File: src/rtl/hsec_pkg.sv
`timescale 1ns / 1ps
// ----------------------------------------------------------------------------
// hsec_pkg
// Widths, reset values and parity helpers for the Hamming SEC codec.
// ----------------------------------------------------------------------------
package hsec_pkg;

    localparam int MAX_DATA_BITS = 57;
    localparam int MAX_CODE_BITS = 63;
    localparam int LEN_W         = 6;
    localparam int SYN_W         = 6;

    localparam logic [LEN_W-1:0] DATA_LEN_RESET = 6'd4;
    localparam logic [LEN_W-1:0] CODE_LEN_RESET = 6'd7;

    typedef logic [MAX_DATA_BITS-1:0] data_t;
    typedef logic [MAX_CODE_BITS-1:0] code_t;
    typedef logic [SYN_W-1:0]         syn_t;

    typedef enum logic
    {
        FUNC_ENCODE = 1'b0,
        FUNC_DECODE = 1'b1
    } func_t;

    // data bit k lands on the k-th position that is not a power of two
    function automatic code_t place_data(input data_t d);
        code_t w;
        int    k;
        w = '0;
        k = 0;
        for (int pos = 1; pos <= MAX_CODE_BITS; pos++)
        begin
            if ((pos & (pos - 1)) != 0)
            begin
                if (k < MAX_DATA_BITS)
                begin
                    w[pos-1] = d[k];
                end
                k++;
            end
        end
        return w;
    endfunction

    // xor of the indices of all one bits, built as one parity tree per bit
    function automatic syn_t syndrome_of(input code_t w);
        syn_t s;
        s = '0;
        for (int b = 0; b < SYN_W; b++)
        begin
            for (int pos = 1; pos <= MAX_CODE_BITS; pos++)
            begin
                if (((pos >> b) & 1) != 0)
                begin
                    s[b] = s[b] ^ w[pos-1];
                end
            end
        end
        return s;
    endfunction

    // number of parity bits for m data bits
    function automatic logic [2:0] parity_count(input logic [LEN_W-1:0] m);
        logic [2:0] r;
        if (m <= 6'd1)
        begin
            r = 3'd2;
        end
        else if (m <= 6'd4)
        begin
            r = 3'd3;
        end
        else if (m <= 6'd11)
        begin
            r = 3'd4;
        end
        else if (m <= 6'd26)
        begin
            r = 3'd5;
        end
        else
        begin
            r = 3'd6;
        end
        return r;
    endfunction

endpackage

File: src/rtl/hamming_sec_encode_correct_top.sv
`timescale 1ns / 1ps
// ----------------------------------------------------------------------------
// hamming_sec_encode_correct_top
// Hamming single-error-correcting encoder and corrector, configurable length.
// ----------------------------------------------------------------------------
//  channel   signals                                   direction
//  command   start, busy, func, data_word, code_word   in (busy out)
//  result    done, code_out, syndrome, corrected       out
//  config    cfg_valid, cfg_ready, cfg_data            in (cfg_ready out)
//
//  one transaction per cycle; the result strobe follows start through the
//  input register, then parity trees and correction into the result register
//  busy and cfg_ready stay low and high; the length masks are rebuilt on a
//  config write, so no cycle is lost to length decoding
//  reset brings data_length to 4 (7-bit codeword) and clears the strobes
// ----------------------------------------------------------------------------
module hamming_sec_encode_correct_top
    import hsec_pkg::*;
(
    input  logic                     clk,
    input  logic                     rst_n,
    input  logic                     start,
    output logic                     busy,
    input  logic                     func,
    input  logic [MAX_DATA_BITS-1:0] data_word,
    input  logic [MAX_CODE_BITS-1:0] code_word,
    input  logic                     cfg_valid,
    output logic                     cfg_ready,
    input  logic [LEN_W-1:0]         cfg_data,
    output logic                     done,
    output logic [MAX_CODE_BITS-1:0] code_out,
    output logic [SYN_W-1:0]         syndrome,
    output logic                     corrected
);

    // length configuration, held as masks
    data_t            data_mask_reg, data_mask_next;
    code_t            code_mask_reg, code_mask_next;
    logic [LEN_W-1:0] code_len_reg, code_len_next;
    logic [LEN_W-1:0] m_clamped;

    // input stage
    logic  in_valid_reg;
    func_t func_reg;
    data_t data_reg;
    code_t code_reg;

    // result stage
    logic  done_reg;
    code_t code_out_reg, code_out_next;
    syn_t  syndrome_reg, syndrome_next;
    logic  corrected_reg, corrected_next;

    code_t enc_word;
    syn_t  enc_par;
    code_t dec_word;
    syn_t  dec_syn;
    code_t flip_vec;
    logic  flip;

    assign busy      = 1'b0;
    assign cfg_ready = 1'b1;

    always_comb
    begin
        if (cfg_data == '0)
        begin
            m_clamped = 6'd1;
        end
        else if (cfg_data > LEN_W'(MAX_DATA_BITS))
        begin
            m_clamped = LEN_W'(MAX_DATA_BITS);
        end
        else
        begin
            m_clamped = cfg_data;
        end
        code_len_next = m_clamped + LEN_W'(parity_count(m_clamped));
        for (int i = 0; i < MAX_DATA_BITS; i++)
        begin
            data_mask_next[i] = (LEN_W'(i) < m_clamped);
        end
        for (int i = 0; i < MAX_CODE_BITS; i++)
        begin
            code_mask_next[i] = (LEN_W'(i) < code_len_next);
        end
    end

    always_ff @(posedge clk or negedge rst_n)
    begin
        if (!rst_n)
        begin
            data_mask_reg <= data_t'((64'd1 << DATA_LEN_RESET) - 64'd1);
            code_mask_reg <= code_t'((64'd1 << CODE_LEN_RESET) - 64'd1);
            code_len_reg  <= CODE_LEN_RESET;
        end
        else if (cfg_valid && cfg_ready)
        begin
            data_mask_reg <= data_mask_next;
            code_mask_reg <= code_mask_next;
            code_len_reg  <= code_len_next;
        end
    end

    always_ff @(posedge clk or negedge rst_n)
    begin
        if (!rst_n)
        begin
            in_valid_reg <= 1'b0;
            done_reg     <= 1'b0;
        end
        else
        begin
            in_valid_reg <= start && !busy;
            done_reg     <= in_valid_reg;
        end
    end

    always_ff @(posedge clk)
    begin
        if (start && !busy)
        begin
            func_reg <= func_t'(func);
            data_reg <= data_word;
            code_reg <= code_word;
        end
        if (in_valid_reg)
        begin
            code_out_reg  <= code_out_next;
            syndrome_reg  <= syndrome_next;
            corrected_reg <= corrected_next;
        end
    end

    // encode: place data, then fold the parity bits into the power-of-two slots
    always_comb
    begin
        enc_word = place_data(data_reg & data_mask_reg);
        enc_par  = syndrome_of(enc_word);
        for (int b = 0; b < SYN_W; b++)
        begin
            enc_word[(1 << b) - 1] = enc_par[b];
        end
    end

    // decode: syndrome, then flip the named position if it lies in the code
    always_comb
    begin
        dec_word = code_reg & code_mask_reg;
        dec_syn  = syndrome_of(dec_word);
        flip     = (dec_syn != '0) && (dec_syn <= code_len_reg);
        for (int i = 0; i < MAX_CODE_BITS; i++)
        begin
            flip_vec[i] = flip && (dec_syn == SYN_W'(i + 1));
        end
    end

    always_comb
    begin
        case (func_reg)
            FUNC_ENCODE:
            begin
                code_out_next  = enc_word & code_mask_reg;
                syndrome_next  = '0;
                corrected_next = 1'b0;
            end
            FUNC_DECODE:
            begin
                code_out_next  = (dec_word ^ flip_vec) & code_mask_reg;
                syndrome_next  = dec_syn;
                corrected_next = flip;
            end
            default:
            begin
                code_out_next  = '0;
                syndrome_next  = '0;
                corrected_next = 1'b0;
            end
        endcase
    end

    assign done      = done_reg;
    assign code_out  = code_out_reg;
    assign syndrome  = syndrome_reg;
    assign corrected = corrected_reg;

endmodule

File: config.mk
export PLATFORM = sky130hd
export DESIGN_NAME = hamming_sec_encode_correct_top
export DESIGN_NICKNAME = d
export VERILOG_FILES = /design/src/rtl/hsec_pkg.sv /design/src/rtl/hamming_sec_encode_correct_top.sv
export SDC_FILE = /design/constraint.sdc
export NUM_CORES = 1
export LEC_CHECK = 0
export ABC_AREA = 1
export BUFFER_PORTS_ARGS = -buffer_cell sky130_fd_sc_hd__buf_2
export CAP_MARGIN = 30
export CORE_MARGIN = 2
export CORE_UTILIZATION = 34
export DETAILED_ROUTE_END_ITERATION = 8
export PLACE_DENSITY = 0.62
export SYNTH_ARGS = -nofsm -noshare
export SYNTH_HDL_FRONTEND = slang
export SYNTH_SLANG_ARGS = --single-unit
File: constraint.sdc
create_clock -name clk -period 7.5 [get_ports clk]
set_input_delay 1.125 -clock clk [delete_from_list [all_inputs] [get_ports clk]]
set_output_delay 1.125 -clock clk [all_outputs]
set_load 0.05 [all_outputs]
---- Word-level counts from Yosys, hierarchy flattened ----
Cells that the tools add are included.
word-level totals
  register bits after elaboration ......... 319
  input bits .............................. 131
  output and inout port bits .............. 73
  logic and storage cells ................. 648
operators by class
  add/sub/neg operators ................... 1
  order comparisons ....................... 126
  equal/unequal tests ..................... 63
  multiplexer cells ....................... 9
  bitwise logic cells ..................... 372
  reductions and logical operators ........ 66
operators with widths
  operator                                                        number
  XOR 1 bit                                                       366
  less-than comparator 6 bit, first input constant                56
  equality test 6 bit, second input constant                      32
  less-than comparator 5 x 6 -> 1 bit, first input constant       32
  bitwise AND 63 bit                                              3
  one-hot mux 63 bit (2 select lines)                             1
  equality test 6 x 5 -> 1 bit, second input constant             16
  less-than comparator 4 x 6 -> 1 bit, first input constant       16
  logical AND 1 bit                                               64
  XOR 63 bit                                                      1
  bitwise AND 57 bit                                              1
  equality test 6 x 4 -> 1 bit, second input constant             8
  less-than comparator 3 x 6 -> 1 bit, first input constant       8
  equality test 6 x 3 -> 1 bit, second input constant             4
  less-than comparator 1 x 6 -> 1 bit, first input constant       4
  less-than comparator 2 x 6 -> 1 bit, first input constant       4
  equality test 6 x 2 -> 1 bit, second input constant             2
  two-way mux 6 bit                                               2
  one-hot mux 6 bit (2 select lines)                              1
  two-way mux 3 bit                                               3
  adder 6 x 3 -> 6 bit                                            1
  equality test 6 x 1 -> 1 bit, second input constant             1
  greater-than comparator 6 bit, second input constant            1
  less-or-equal comparator 6 x 1 -> 1 bit, second input constant  1
  9 further kinds                                                 9

---- Logic depth before layout (Yosys ltp) ----
Gate-level depths: netlist of the first run.
  word-level depth ........................ 38
  gate-level depth with buffers ........... 30
  depth with buffers taken out ............ 30

---- Least setup slack after synthesis of the first run ----
OpenSTA, ideal clock, no wires.
  path type ............................... input to register
  start point ............................. in cfg_data[5]
  end point ............................... reg code_mask_reg[7]
  setup time .............................. 0.143 ns
  data arrival time ....................... 4.683 ns
  slack ................................... 2.673 ns
  stages .................................. 24
  path buffers ............................ 1
  cell sequence ........................... clkbuf_1 > nand2_1 > inv_1 > nand2_1 > nand2_1 > clkinv_1 > nor2_1 > nor3_2 > inv_1 > nand2_1 > a21oi_1 > o21ai_0 > o21ai_0 > inv_1 > ha_1 > fa_1 > a21oi_1 > nor2_1 > xor2_1 > inv_1 > nor2_1 > inv_1 > o21ai_0 > o21ai_0
between the ends
  cells in the longest elaborated chain, start to end .. 10
  elaborated cells on any way between the ends .. 14
  those cells by class .................... add/sub: 1; order compare: 6; mux: 6; reduce/logical: 1
RTL lines
  what                                     RTL line                               text
  from (decl)                              hamming_sec_encode_correct_top.sv:29   input logic [LEN_W-1:0] cfg_data,
  greater-than comparator 6 bit            hamming_sec_encode_correct_top.sv:70   else if (cfg_data > LEN_W'(MAX_DATA_BITS))
  two-way mux 6 bit                        hamming_sec_encode_correct_top.sv:70
  two-way mux 6 bit (*)                    hamming_sec_encode_correct_top.sv:66   if (cfg_data == '0)
  less-or-equal comparator 6 x 5 -> 1 bit  hsec_pkg.sv:78                         else if (m <= 6'd26)
  two-way mux 2 bit                        hsec_pkg.sv:78
  two-way mux 3 bit                        hsec_pkg.sv:74                         else if (m <= 6'd11)
  two-way mux 3 bit                        hsec_pkg.sv:70                         else if (m <= 6'd4)
  two-way mux 3 bit                        hsec_pkg.sv:66                         if (m <= 6'd1)
  adder 6 x 3 -> 6 bit (*)                 hamming_sec_encode_correct_top.sv:78   code_len_next = m_clamped + LEN_W'(parity_count(m_clamped));
  less-than comparator 3 x 6 -> 1 bit (*)  hamming_sec_encode_correct_top.sv:85   code_mask_next[i] = (LEN_W'(i) < code_len_next);
  to (signal assigned)                     hamming_sec_encode_correct_top.sv:94   code_mask_reg <= code_t'((64'd1 << CODE_LEN_RESET) - 64'd1);
  to (signal assigned)                     hamming_sec_encode_correct_top.sv:100  code_mask_reg <= code_mask_next;
  to (decl)                                hamming_sec_encode_correct_top.sv:38   code_t code_mask_reg, code_mask_next;
Every way passes the cells marked *; elsewhere a longest branch is shown, timed or not.
A chain may end at the register's enable or synchronous reset.

---- Final worst setup path of the first run ----
Same ends and word-level chain as after synthesis.

==> results of run 1 <==
## synthesized netlist by cell type, types with 2 or more instances
library cell,instances
a31oi_1,2
xnor2_4,2
or2_2,4
nand3_2,3
o21bai_1,15
a21o_1,2
clkbuf_1,30
buf_2,6
nand3_1,131
a21oi_1,64
xor2_1,111
nor3_1,2
xor2_2,3
a21boi_0,2
a22o_1,2
dfstp_2,14
o21ai_1,24
o221ai_1,2
buf_6,5
nor2_2,12
edfxtp_1,191
conb_1,2
nand2_4,6
buf_1,5
dfrtp_1,113
buf_4,3
a31o_2,2
xnor2_2,9
o21ai_0,90
nand4_1,9
xnor2_1,162
inv_2,23
o22ai_1,28
nand2_1,503
or2_1,5
a21oi_2,6
nor2_1,126
nand2_2,32
nand3b_1,10
inv_1,242
ha_1,8
o211ai_1,10
## cell type report
cell class                      instances  share of cell area [%]
Timing Repair Buffer                  208                    5.15
Clock buffer                           48                    4.89
Multi-Input combinational cell       1400                    37.4
Inverter                              266                    4.75
Tap cell                              688                    4.09
Sequential cell                       318                    42.5
Clock inverter                         21                    1.25
## power by group through the flow
stage	logic, mW	registers, mW	clock network, mW
after detailed placement	3.62	2.26	0
after global placement	3.60	2.26	0
after floorplan	2.50	2.41	0
after CTS	3.64	2.23	1.94
final	3.67	2.23	1.90
after global routing	3.96	2.24	2.01
## path summary, 6_finish.rpt
| check | start | end | slack (ns) | cells after the start |
|---|---|---|---|---|
| worst min register to register | code_len_reg[0] | code_len_reg[0] | 0.47 | 2 |
| min in group asynchronous | rst_n | data_mask_reg[24] | 0.63 | 1 |
| worst min-delay path | code_len_reg[0] | code_len_reg[0] | 0.47 | 2 |
| worst max register to register | code_reg[46] | code_out[40] | 2.37 | 26 |
| worst max-delay path | cfg_data[5] | code_mask_reg[7] | 1.84 | 24 |
| max in group asynchronous | rst_n | in_valid_reg | 5.41 | 2 |
## cell families (layout without fill, tap and decap cells)
group	count (synthesis)	count (layout)	synth area share, %
flops	318	318	49.5
simple gates	848	848	20.1
xor+xnor	288	288	14.8
fa+ha+maj	9	9	0.666
other cells	2	2	0.0416
buf+inv	315	543	6.87
compound gates	253	253	8.00
## worst reg2reg max path: stages, from the launching register on
cell and delay [ns]:
edfxtp_1 0.43, nand2_2 0.30, inv_2 0.09, nand2_1 0.07, nand2_1 0.08, xor2_1 0.18, xnor2_1 0.15, xnor2_1 0.30
nand2_1 0.16, nand2_1 0.11, nand2_1 0.06, nand2_1 0.23, ha_1 0.31, nand2_1 0.07, inv_1 0.05, a221oi_1 0.21
o21ai_0 0.12, nor2_1 0.13, nand2_1 0.12, nand2_2 0.42, nand2_2 0.39, inv_2 0.43, nand2_1 0.09, nand2_1 0.07
nand3_1 0.06, nand2_1 0.21, inv_1 0.06
## placed cells by master (no fill, tap or decap), drive strengths merged, types with 3 or more instances in the layout
cell | synthesis | layout
o22ai | 28 | 28
nor3 | 3 | 3
clkinv | 1 | 13
edfxtp | 191 | 191
bufinv | 0 | 4
buf | 19 | 208
clkbuf | 30 | 48
ha | 8 | 8
o21bai | 15 | 15
or2 | 11 | 11
dfstp | 14 | 14
nand3b | 10 | 10
o21ai | 114 | 114
inv | 265 | 268
dfrtp | 113 | 113
nand4 | 9 | 9
xor2 | 115 | 115
nand2 | 541 | 541
a21oi | 71 | 71
nand3 | 134 | 134
o211ai | 10 | 10
nor2 | 139 | 139
xnor2 | 173 | 173
## metal layers
layer / share of wire, % / vias to the layer above / GRT usage, % / routed length (um)
li1: - / 6927 / - / -
met1: 42 / 7055 / 31.7 / 27400
met2: 47 / 665 / 38.9 / 30500
met3: 6.9 / 116 / 3.31 / 4470
met4: 4.3 / 0 / 9.89 / 2800
met5: 0 / - / 0 / 0
## through the flow
stage	hold slack [ns]	utilization [%]
global placement	0.456	37.5
detailed placement	0.462	37.5
finish	0.469	40.0
global route	0.497	40.0
floorplan	0.442	-
CTS	0.473	40.0
==> impl_metrics.tcl, run 1 <==
set metrics [dict create \
    status "completed" \
    post-route-period-util_pct 75.4 \
    p_int_mw 4.17 \
    overflow 0 \
    vias_per_cell 5.01 \
    die-area_mm2 0.0549 \
    synthFlopType "edfxtp_1" \
    dp_hpwl_mm 51.3 \
    cts_tree "yes" \
    cts_resized 0 \
    gp_congestion 0.973 \
    p_switching_mw 3.63 \
    cpMostUsedCell "inv_1" \
    critPathKind "in2reg" \
    crit_path_end_kind "flip-flop" \
    hold_viol 0 \
    synth-edff-count 191 \
    grt_pass1_vias 14383 \
    pwr-share-clk_pct 24.4 \
    cts_hold_buf 0 \
    final-instance-count-excl-fill 2949 \
    rsz0062_at_grt "false" \
    fin_nets 2372 \
    avgSynthCellArea_um2 8.87 \
    max_slew_margin_pct 37.4 \
    cp_slowest_cell "o21ai_0" \
    clock-root-buffer "clkbuf_16" \
    worstPathCellList "buf_2 -> nand2_1 -> inv_1 -> nand2_1 -> nand2_1 -> clkinv_1 -> nor2_1 -> nor3_2 -> inv_1 -> nand2_1 -> a21oi_1 -> o21ai_0 -> o21ai_0 -> inv_1 -> ha_1 -> fa_1 -> a21oi_1 -> nor2_1 -> xor2_1 -> inv_1 -> nor2_1 -> inv_1 -> o21ai_0 -> o21ai_0" \
    clk_latency_ns 0.58 \
    clk_pin_slew_ns 0.07 \
    num_antenna_cells 0 \
    placed_cell_area_mm2 0.0197 \
    synth_cell_type_count 54 \
    p_leak_nw 9.67 \
    wl_mm 65.2 \
    cts_buffers 38 \
    h-tree-depth 2 \
    fin_tns_setup_ns 0 \
    grt_usage_pct 23.8 \
    slowest_delay_ns 0.41 \
    wl_per_cell_um 22.1 \
    nFillCells 5336 \
    critPathMaxFanout 11 \
    tightest_slew_ns 0.938 \
    yosysWarnings 0 \
    io_buffer_count 201 \
    drv_slew 0 \
    synth_top_area_cell "edfxtp_1" \
    initial_core_util_pct 34.3 \
    synth-seq-cells 318 \
    die_h_um 234 \
    critPathArrivalTime_ns 6.07 \
    dp.cells 2879 \
    cp-start-kind "input port" \
    num_rows 84 \
    irDropWorstVdd_v 0.000327 \
    p_comb_share_pct 47.1 \
    fin_skew_ns 0.0278 \
    ios 204 \
    clock_sinks 318 \
    synth_top_area_share_pct 31.8 \
    cts.path.max_buffers 3 \
    post-cts-setup-buffers 0 \
    drv_cap 0 \
    syn-num-nets 2173 \
    swShare_pct 46.5 \
    power_density_mw_per_mm2 371 \
    grt_start_max_net_pins 79 \
    max_freq_mhz 177 \
    dr.first_iter.drc_count 1540 \
    syn_inst 2033 \
    period_needed_ns 5.66 \
    synth_area_leaders "edfxtp_1, dfrtp_1, nand2_1, xnor2_1, xor2_1" \
    die_x_um 234 \
    crit_required_ns 7.91 \
    drtAntennaViolNets 0 \
    grt_pass1_wl_mm 93.6 \
    drive_above_1_share_pct 17.4 \
    via_count 14763 \
    hold_class "reg2reg" \
    setup_viol 0 \
    multi_input_area_mm2 0.00787 \
    crit_family "simple AND/OR/NAND/NOR gates" \
    seq_power_share_pct 28.6 \
    fin_ws_ns 1.84 \
    path_buf_inv 7 \
    syn_area_mm2 0.0180 \
    core_area_mm2 0.0526 \
    seq_area_mm2 0.00893 \
    antenna_found_initial 0 \
    power_mw 7.80 \
    async_flop_share_pct 39.9 \
    first_pass_iters 6 \
    yosysSeqAreaShare_pct 49.5 \
    drc 0 \
    pre_cts_slack_ns 1.40 \
    area_delta_synth_final_pct 16.6 \
    final_area_mm2 0.0210 \
]
Power figures use the tool's default switching activity.
==> inputs of run 2 (changes only) <==
--- a/config.mk
+++ b/config.mk
@@ -11,7 +11,7 @@
 export CORE_MARGIN = 2
 export CORE_UTILIZATION = 34
 export DETAILED_ROUTE_END_ITERATION = 8
-export PLACE_DENSITY = 0.62
+export PLACE_DENSITY = 0.64
 export SYNTH_ARGS = -nofsm -noshare
 export SYNTH_HDL_FRONTEND = slang
 export SYNTH_SLANG_ARGS = --single-unit
==> constraint.sdc (replaced) <==
create_clock -name clk -period 5.1 [get_ports clk]
set_input_delay 0.765 -clock clk [delete_from_list [all_inputs] [get_ports clk]]
set_output_delay 0.765 -clock clk [all_outputs]
set_load 0.05 [all_outputs]
==> impl_metrics.tcl, run 2 (synthesis results as in run 1) <==
set metrics [dict create \
    fin_tns_setup_ns 0 \
    cts_tree "yes" \
    critPathKind "reg2reg" \
    clock_sinks 318 \
    power_density_mw_per_mm2 555 \
    post-route-period-util_pct 87.5 \
    wl_per_cell_um 22.3 \
    tightest_slew_ns 0.921 \
    setup.worst_path.start "code_mask_reg[55]" \
    crit_path_end_kind "flip-flop" \
    initial_core_util_pct 34.3 \
    timing.rr.start "code_mask_reg[55]" \
    vias_per_cell 4.98 \
    status "completed" \
    drtAntennaViolNets 0 \
    h-tree-depth 2 \
    rsz0062_at_grt "false" \
    wl_mm 66.3 \
    hold_class "in2async" \
    drv_slew 0 \
    final_cell_mix "nand2_1, inv_1, buf_2" \
    first_pass_iters 6 \
    max_freq_mhz 224 \
    final_common_cell "nand2_1" \
    crit_required_ns 5.54 \
    clock-root-buffer "clkbuf_16" \
    post-cts-setup-buffers 0 \
    cts_resized 0 \
    drc 0 \
    nFillCells 5344 \
    fin_nets 2404 \
    num_rows 84 \
    drive_above_1_share_pct 18.4 \
    fin_ws_ns 0.637 \
    cp-start-kind "flip-flop" \
    antenna_found_initial 0 \
    period_needed_ns 4.46 \
    clk_pin_slew_ns 0.06 \
    grt_start_max_net_pins 123 \
    io_buffer_count 201 \
    cts_hold_buf 0 \
    overflow 0 \
    hold_viol 0 \
    ios 204 \
    cts_buffers 37 \
    grt_pass1_wl_mm 94.9 \
    die-area_mm2 0.0549 \
    clk_latency_ns 0.58 \
    gp_congestion 0.985 \
    grt_usage_pct 24.2 \
    max_slew_margin_pct 38.6 \
    drv_cap 0 \
    critPathMaxFanout 8 \
    area_delta_synth_final_pct 17.4 \
    dr.first_iter.drc_count 1775 \
    grt_pass1_vias 14484 \
    dp_hpwl_mm 52.3 \
    cts.path.max_buffers 3 \
    critPathArrivalTime_ns 4.90 \
    utilization_pct 40.3 \
    via_count 14853 \
    die_x_um 234 \
    fin_skew_ns 0.0196 \
    p_leak_nw 9.78 \
    fin_hold_ws_ns 0.312 \
    die_h_um 234 \
    irDropWorstVdd_v 0.000496 \
    num_antenna_cells 0 \
    core_area_mm2 0.0526 \
    setup_viol 0 \
    pre_cts_slack_ns 0.354 \
]
==> run 2: through the flow <==
step / total power [mW] / area (um^2) / std cells
after detailed placement: 9.07 / 20000 / 2913
after global routing: 12.3 / 21200 / 2980
after floorplan: 7.22 / 18000 / 2033
final: 11.7 / 21200 / 2980
after global placement: 9.05 / 20000 / 2913
after CTS: 11.7 / 21200 / 2980
==> run 2: path summary, 6_finish.rpt <==
| path | endpoint | depth (start not counted) | slack (ns) |
|---|---|---|---|
| min in group clk | data_reg[23] | 1 | 0.36 |
| setup reg to reg | code_out[45] | 25 | 0.64 |
| hold reg to reg | data_mask_reg[31] | 2 | 0.47 |
| hold / removal | data_mask_reg[20] | 1 | 0.31 |
| setup / recovery | code_out[45] | 25 | 0.64 |
| max in group asynchronous | code_mask_reg[0] | 2 | 3.69 |
==> run 2: metal layers <==
layer	vias to the layer above	wire, um	track usage [%]
li1	6989	-	-
met1	7122	28100	32.6
met2	624	31000	39.5
met3	118	4390	2.71
met4	0	2810	10.1
met5	-	0	0
==> run 2: area by class of cell <==
cell class | count | area (um^2) | share of cell area (%)
inverters | 266 | 998 | 4.72
clock inverters | 21 | 193 | 0.910
repair buffers | 241 | 1320 | 6.25
clock buffers | 46 | 991 | 4.68
multi-input cells | 1400 | 7870 | 37.2
flip-flops and latches | 318 | 8930 | 42.2
well taps | 688 | 861 | 4.07
==> run 2: critical path: stages (launching register included) <==
cell and delay (ns):
dfrtp_1 0.35, nand2_1 0.23, xnor2_1 0.29, xor2_1 0.23, xor2_1 0.32, nand3_1 0.16, nand3_1 0.12, nand2_2 0.15
xnor2_4 0.28, ha_1 0.27, nand2_1 0.06, inv_1 0.05, a221oi_1 0.23, buf_4 0.17, o21ai_0 0.07, nor2_1 0.11
nand2_1 0.12, nand2_2 0.18, nand2_2 0.07, buf_4 0.18, inv_2 0.11, buf_4 0.18, nand3_1 0.10, nand3_1 0.11
nand2_1 0.13, inv_1 0.07
==> run 2: power by group <==
part / switching, mW / internal [mW]
Sequential: 0.185 / 3.09
Combinational: 4.18 / 1.67
Clock: 1.12 / 1.50
Total: 5.48 / 6.26
